## src/hw/rtl/mfd_pkg.sv

```systemverilog
// ----------------------------------------------------------------------------
// mfd_pkg
// Shared widths, sizes, codes and helpers of the mesh face dedup table.
// ----------------------------------------------------------------------------
package mfd_pkg;

  localparam int VTX_W      = 12;
  localparam int FACE_W     = 14;
  localparam int FACES      = 16384;
  localparam int TOTAL_W    = 15;
  localparam int LIST_DEPTH = 64;
  localparam int OFF_W      = 6;
  localparam int LEN_W      = 7;
  localparam int CELL_W     = 12;
  localparam int CELL_FACES = 6;
  localparam int SLOT_W     = 3;
  localparam int STAT_W     = 3;
  localparam int CLR_W      = 12;

  typedef logic [VTX_W-1:0]           vtx_t;
  typedef logic [3:0][VTX_W-1:0]      quad_t;
  typedef logic [FACE_W-1:0]          face_t;
  typedef logic [3:0][LEN_W-1:0]      lens_t;

  typedef enum logic [STAT_W-1:0] {
    ST_SKIPPED  = 3'd0,
    ST_NEW      = 3'd1,
    ST_BOUNDARY = 3'd2,
    ST_INTERIOR = 3'd3,
    ST_OVERFLOW = 3'd4
  } status_t;

  typedef enum logic [0:0] {
    OP_BOUNDARY = 1'b0,
    OP_CELL     = 1'b1
  } op_t;

  typedef enum logic [3:0] {
    S_CLEAR, S_IDLE, S_LEN, S_LEN_END, S_DECIDE, S_SCAN_L, S_SCAN_F, S_SCAN_C,
    S_NEW, S_MAKE, S_FIN, S_DONE
  } state_t;

  // more than one vertex repeats
  function automatic logic degenerate(quad_t v);
    logic [1:0] rep;
    rep = 2'd0;
    if (v[0] == v[1] || v[0] == v[2] || v[0] == v[3]) rep = rep + 2'd1;
    if (v[1] == v[2] || v[1] == v[3]) rep = rep + 2'd1;
    if (v[2] == v[3]) rep = rep + 2'd1;
    return rep > 2'd1;
  endfunction

  // every vertex list keeps room for all its occurrences
  function automatic logic node_room(quad_t v, lens_t len);
    logic [2:0] cnt;
    logic       ok;
    ok = 1'b1;
    for (int j = 0; j < 4; j++) begin
      cnt = 3'd0;
      for (int k = 0; k < 4; k++) begin
        if (v[k] == v[j]) cnt = cnt + 3'd1;
      end
      if ({1'b0, len[j]} + {5'd0, cnt} > (LEN_W+1)'(LIST_DEPTH)) ok = 1'b0;
    end
    return ok;
  endfunction

endpackage

```

## src/hw/rtl/mfd_face_match.sv

```systemverilog
// ----------------------------------------------------------------------------
// mfd_face_match
// Checks that all four stored vertices of a face lie in the item's four.
// ----------------------------------------------------------------------------
module mfd_face_match (
  input  mfd_pkg::quad_t stored,
  input  mfd_pkg::quad_t item,
  output logic           match
);

  logic [3:0] hit;

  always_comb begin
    for (int k = 0; k < 4; k++) begin
      hit[k] = stored[k] == item[0] || stored[k] == item[1] ||
               stored[k] == item[2] || stored[k] == item[3];
    end
    match = &hit;
  end

endmodule

```

## config.mk

```make
export PLATFORM = sky130hd
export DESIGN_NAME = mfd_face_match
export DESIGN_NICKNAME = d
export VERILOG_FILES = /design/src/hw/rtl/mfd_pkg.sv /design/src/hw/rtl/mfd_face_match.sv
export SDC_FILE = /design/constraint.sdc
export NUM_CORES = 1
export LEC_CHECK = 0
export BUFFER_PORTS_ARGS = -buffer_cell sky130_fd_sc_hd__buf_4
export CAP_MARGIN = 20
export CORE_MARGIN = 2
export CORE_UTILIZATION = 51
export DETAILED_ROUTE_END_ITERATION = 6
export PLACE_DENSITY = 0.82
export SETUP_SLACK_MARGIN = 0.02
export SLEW_MARGIN = 40
export SYNTH_ARGS = -nofsm -noshare
export SYNTH_HDL_FRONTEND = slang
export SYNTH_SLANG_ARGS = --single-unit
```

## constraint.sdc

```tcl
create_clock -name vclk -period 1.5
set_clock_uncertainty 0.05 [all_clocks]
set_input_delay 0.15 -clock vclk [all_inputs]
set_output_delay 0.15 -clock vclk [all_outputs]
set_load 0.01 [all_outputs]
```

==> results of run 1 <==
[tightest hold or removal path: stages]
cell and delay (ns):
buf_4 0.12, xnor2_1 0.07, nand4_1 0.10, nor3_2 0.06, nor4_2 0.18, nor4_2 0.11, buf_4 0.15
[Yosys cell counts]
cell / n
nor3_1: 13
xnor2_2: 1
nor3_2: 3
buf_6: 20
nor4_1: 5
nand4_1: 48
buf_2: 59
clkbuf_2: 17
xnor2_1: 191
[what timing repair did]
action / 4_1_cts / 5_1_grt
pin swaps: 17 / 11
buffers inserted: 0 / 1
endpoints found under the setup margin: 1 / 1
gates resized for setup: 29 / 17
[power breakdown]
group	leakage [nW]	switching (mW)	internal, mW
combinational	1.16	0.565	0.624
clock	0	0	0
sequential	0	0	0
[cell families after synthesis]
group / synth area share
xor gates and xnor gates: 0.621
buffers and inverters: 0.223
and+or+nand+nor: 0.157
[metal layers]
metal  vias up  GRT usage  routed length, um
li1       1138          -                  -
met1      1132      0.380               3800
met2       123      0.515               4420
met3        22     0.0353                523
met4         0     0.0964                376
met5         -          0                  0
[worst paths after layout]
kind	end	slack, ns	depth (start not counted)
worst min-delay path	match	1.03	7
worst max-delay path	match	-0.22	7
[per-stage QoR]
stage	cell area (um^2)	utilization	worst slack [ns]
floorplan	2720	-	0.0871
global placement	3070	0.598	-0.450
detailed placement	3070	0.598	-0.378
CTS	3270	0.636	-0.254
global route	3390	0.659	-0.242
finish	3390	0.659	-0.224
[final cells by class]
cell class,instances,area [um^2]
multi-input cells,261,2380
repair buffers,112,916
fillers,473,1750
well taps,70,87.6
==> run_results.csv, run 1 <==
group,metric,value,unit
route,vias,2415,
critical_path,arrival,1.52,ns
status,violations,"setup timing",
synth,avgSynthCellArea,7.62,um^2
finish,drive_gt1_frac,0.399,
power,p_per_area,351,nW/um^2
status,status,"complete, but fails checks",
finish,diodes,0,
route,drtIter0Drc,133,
synth,syn_inst,357,
synth,yosys.area.top_type,"xnor2_1",
critical_path,crit_family,"simple AND/OR/NAND/NOR gates",
sta,worst_slack,-0.224,ns
place,dp_cells,442,
power,cellLeakagePower,1.16,nW
place,routabilityCongestion,0.994,
critical_path,startpoint_type,"primary input",
route,first_pass_iters,4,
route,wl_per_cell,20.6,um
die,core-area,5140,um^2
synth,ys_top_cells_by_area,"xnor2_1 (61%), nand4_1 (11%), buf_2 (11%)",
sta,rsz0062_at_grt,"true",
sta,slew_violations,0,
critical_path,required,1.30,ns
die,die_x,77.0,um
finish,nets,471,
finish,seq_cell_count,0,
synth,synthesis.area,2720,um^2
global_route,grt_use_total,0.297,
synth,synthesis.nets,453,
sta,relSlewSlack,0.732,
finish,syn_to_final_growth,24.5,%
hold_path,hp-start,"item[43]",
route,vias_per_cell,5.45,
sta,timing.hold.ws,1.03,ns
place,numPortBuffers,97,
synth,yosysWarnings,0,
critical_path,crit_path_top_delay_cell,"nor4_2",
global_route,overflow,0,
die,io_pins,97,
finish,final_common_cell,"xnor2_1",
place,place_hpwl,8070,um
finish,clock_buffers,0,
route,drc,0,
synth,ys_seq_area_frac,0,
global_route,grt_pass1_vias,2484,
global_route,antenna_found_initial,0,
critical_path,crit_buf_inv,2,
finish,instances_no_fill,443,
route,drtAntennaViolNets,0,
sta,setup_viol,1,
global_route,grt_max_degree,5,
sta,worstMarginPinSlew,0.398,ns
die,fp.dieH,77.0,um
power,power,1.19,mW
die,initial_utilization,0.529,
critical_path,cp-end-kind,"output port",
finish,final_cell_mix,"xnor2_1 (164), buf_4 (101), nand4_1 (48)",
die,num_rows,26,
synth,synth_top_area_share,0.615,
critical_path,worstSetupPathType,"in2out",
run,drv_cap,0,
sta,post-route-period-util,1.15,
global_route,grt_pass1_wl,13600,um
sta,tns,-0.224,ns
power,peakVddDrop,0.189,mV
critical_path,worstPathMaxFanout,4,
critical_path,crit_chain,"buf_4, xnor2_2, nand4_1, nor3_2, nor4_2, nor4_2, buf_4",
route,finalWirelength,9120,um
sta,period_needed,1.72,ns
cts,hold_buffers,0,
critical_path,slowest_delay,0.36,ns
sta,finalHoldViolCount,0,
hold_path,hold_class,"in2out",
sta,max_freq,580,MHz
die,die-area,5940,um^2
critical_path,crit_path_start,"stored[3]",
finish,area.sequential,0,um^2
synth,synth.distinct_cells,9,
(Power assumes the default switching activity.)
==> run 2: changes to the inputs <==
- CORE_MARGIN: 2 -> not set
- RECOVER_POWER: not set -> 25
==> run_results.csv, run 2 (synthesis gave the netlist of run 1 again) <==
group,metric,value,unit
route,drc,0,
critical_path,slowest_delay,0.28,ns
die,die_x,75.0,um
finish,area.sequential,0,um^2
hold_path,hold_class,"in2out",
route,finalWirelength,8850,um
global_route,antenna_found_initial,0,
finish,instances_no_fill,445,
critical_path,worstSetupPathType,"in2out",
finish,syn_to_final_growth,23.6,%
critical_path,cp-end-kind,"output port",
place,place_hpwl,7840,um
power,p_per_area,346,nW/um^2
sta,rsz0062_at_grt,"true",
global_route,grt_pass1_wl,13100,um
place,numPortBuffers,97,
power,power,1.16,mW
finish,nets,473,
sta,timing.hold.ws,1.00,ns
sta,slew_violations,0,
cts,hold_buffers,0,
die,num_rows,26,
sta,period_needed,1.68,ns
sta,relSlewSlack,0.690,
finish,final_cell_mix,"xnor2_1 (165), buf_4 (102), nand4_1 (48)",
power,peakVddDrop,0.192,mV
die,core-area,5110,um^2
finish,diodes,0,
critical_path,worstPathMaxFanout,4,
status,status,"complete, but fails checks",
sta,setup_viol,1,
route,first_pass_iters,4,
critical_path,crit_chain,"buf_4, xnor2_1, nand4_1, nor3_1, nor4_1, nor4_1, buf_4",
place,routabilityCongestion,1.05,
sta,tns,-0.181,ns
die,die-area,5630,um^2
critical_path,startpoint_type,"primary input",
sta,finalHoldViolCount,0,
critical_path,crit_path_top_delay_cell,"xnor2_1",
finish,n_fill_cell,482,
route,vias,2379,
die,fp.dieH,75.0,um
cts,postCtsSetupBuffers,0,
die,initial_utilization,0.533,
global_route,grt_max_degree,5,
route,drtAntennaViolNets,0,
critical_path,arrival,1.48,ns
sta,post-route-period-util,1.12,
finish,seq_cell_count,0,
die,io_pins,97,
hold_path,holdPathStages,7,
status,violations,"setup timing",
global_route,grt_pass1_vias,2433,
sta,max_freq,595,MHz
route,vias_per_cell,5.35,
route,wl_per_cell,19.9,um
route,drtIter0Drc,138,
finish,drive_gt1_frac,0.408,
global_route,grt_use_total,0.324,
finish,final_common_cell,"xnor2_1",
hold_path,min_to,"match",
run,drv_cap,0,
hold_path,hp-start,"stored[28]",
sta,worst_slack,-0.181,ns
finish,clock_buffers,0,
finish,multi_input_area,2370,um^2
global_route,overflow,0,
power,cellLeakagePower,1.15,nW
place,dp_cells,445,
sta,worstMarginPinSlew,0.461,ns
critical_path,required,1.30,ns
==> run 2: changes by cell type in the layout (fill, tap and decap cells not counted), sizes merged <==
cell  before  now
buf      112  114
==> run 2: stage by stage <==
step	cell area, um^2	util	worst slack [ns]
after global placement	3060	0.599	-0.395
after floorplan	2720	-	0.0871
final	3360	0.659	-0.181
after CTS	3190	0.624	-0.163
after global routing	3360	0.659	-0.198
after detailed placement	3060	0.599	-0.280
==> run 2: power breakdown <==
part / internal (mW) / switching [mW] / total (mW) / leakage (nW)
Combinational: 0.613 / 0.551 / 1.16 / 1.15
Clock: 0 / 0 / 0 / 0
Sequential: 0 / 0 / 0 / 0
Total: 0.613 / 0.551 / 1.16 / 1.15
==> run 2: worst max-delay path by stage <==
stage               startpoint     to  slack [ns]  cells past startpoint
floorplan              item[3]  match        0.09                      6
global placement      item[13]  match       -0.39                      7
detailed placement    item[13]  match       -0.28                      7
CTS                 stored[41]  match       -0.16                      8
global route          item[19]  match       -0.20                      7
finish                item[17]  match       -0.18                      7
==> run 2: layout make-up <==
cell class                      count  area share
Multi-Input combinational cell    261       0.704
Timing Repair Buffer              114       0.270
Tap cell                           70      0.0260
==> run 2: worst max-delay path: cells and delay by family <==
| kind | cells | cell delay, ns |
|---|---|---|
| XOR/XNOR | 1 | 0.28 |
| AND/OR/NAND/NOR | 4 | 0.72 |
| buffers and inverters | 2 | 0.33 |
==> run 2: layer usage <==
layer  vias up  part of all wire  GRT usage
li1       1141                 -          -
met1      1105              0.41      0.424
met2       113              0.49      0.559
met3        20             0.074     0.0308
met4         0             0.031      0.103
met5         -                 0          0
==> run 2: timing repair <==
| action | in CTS | in global routing |
|---|---|---|
| pin swaps | 10 | 19 |
| resized for setup | 22 | 28 |
| setup endpoints to repair | 1 | 1 |
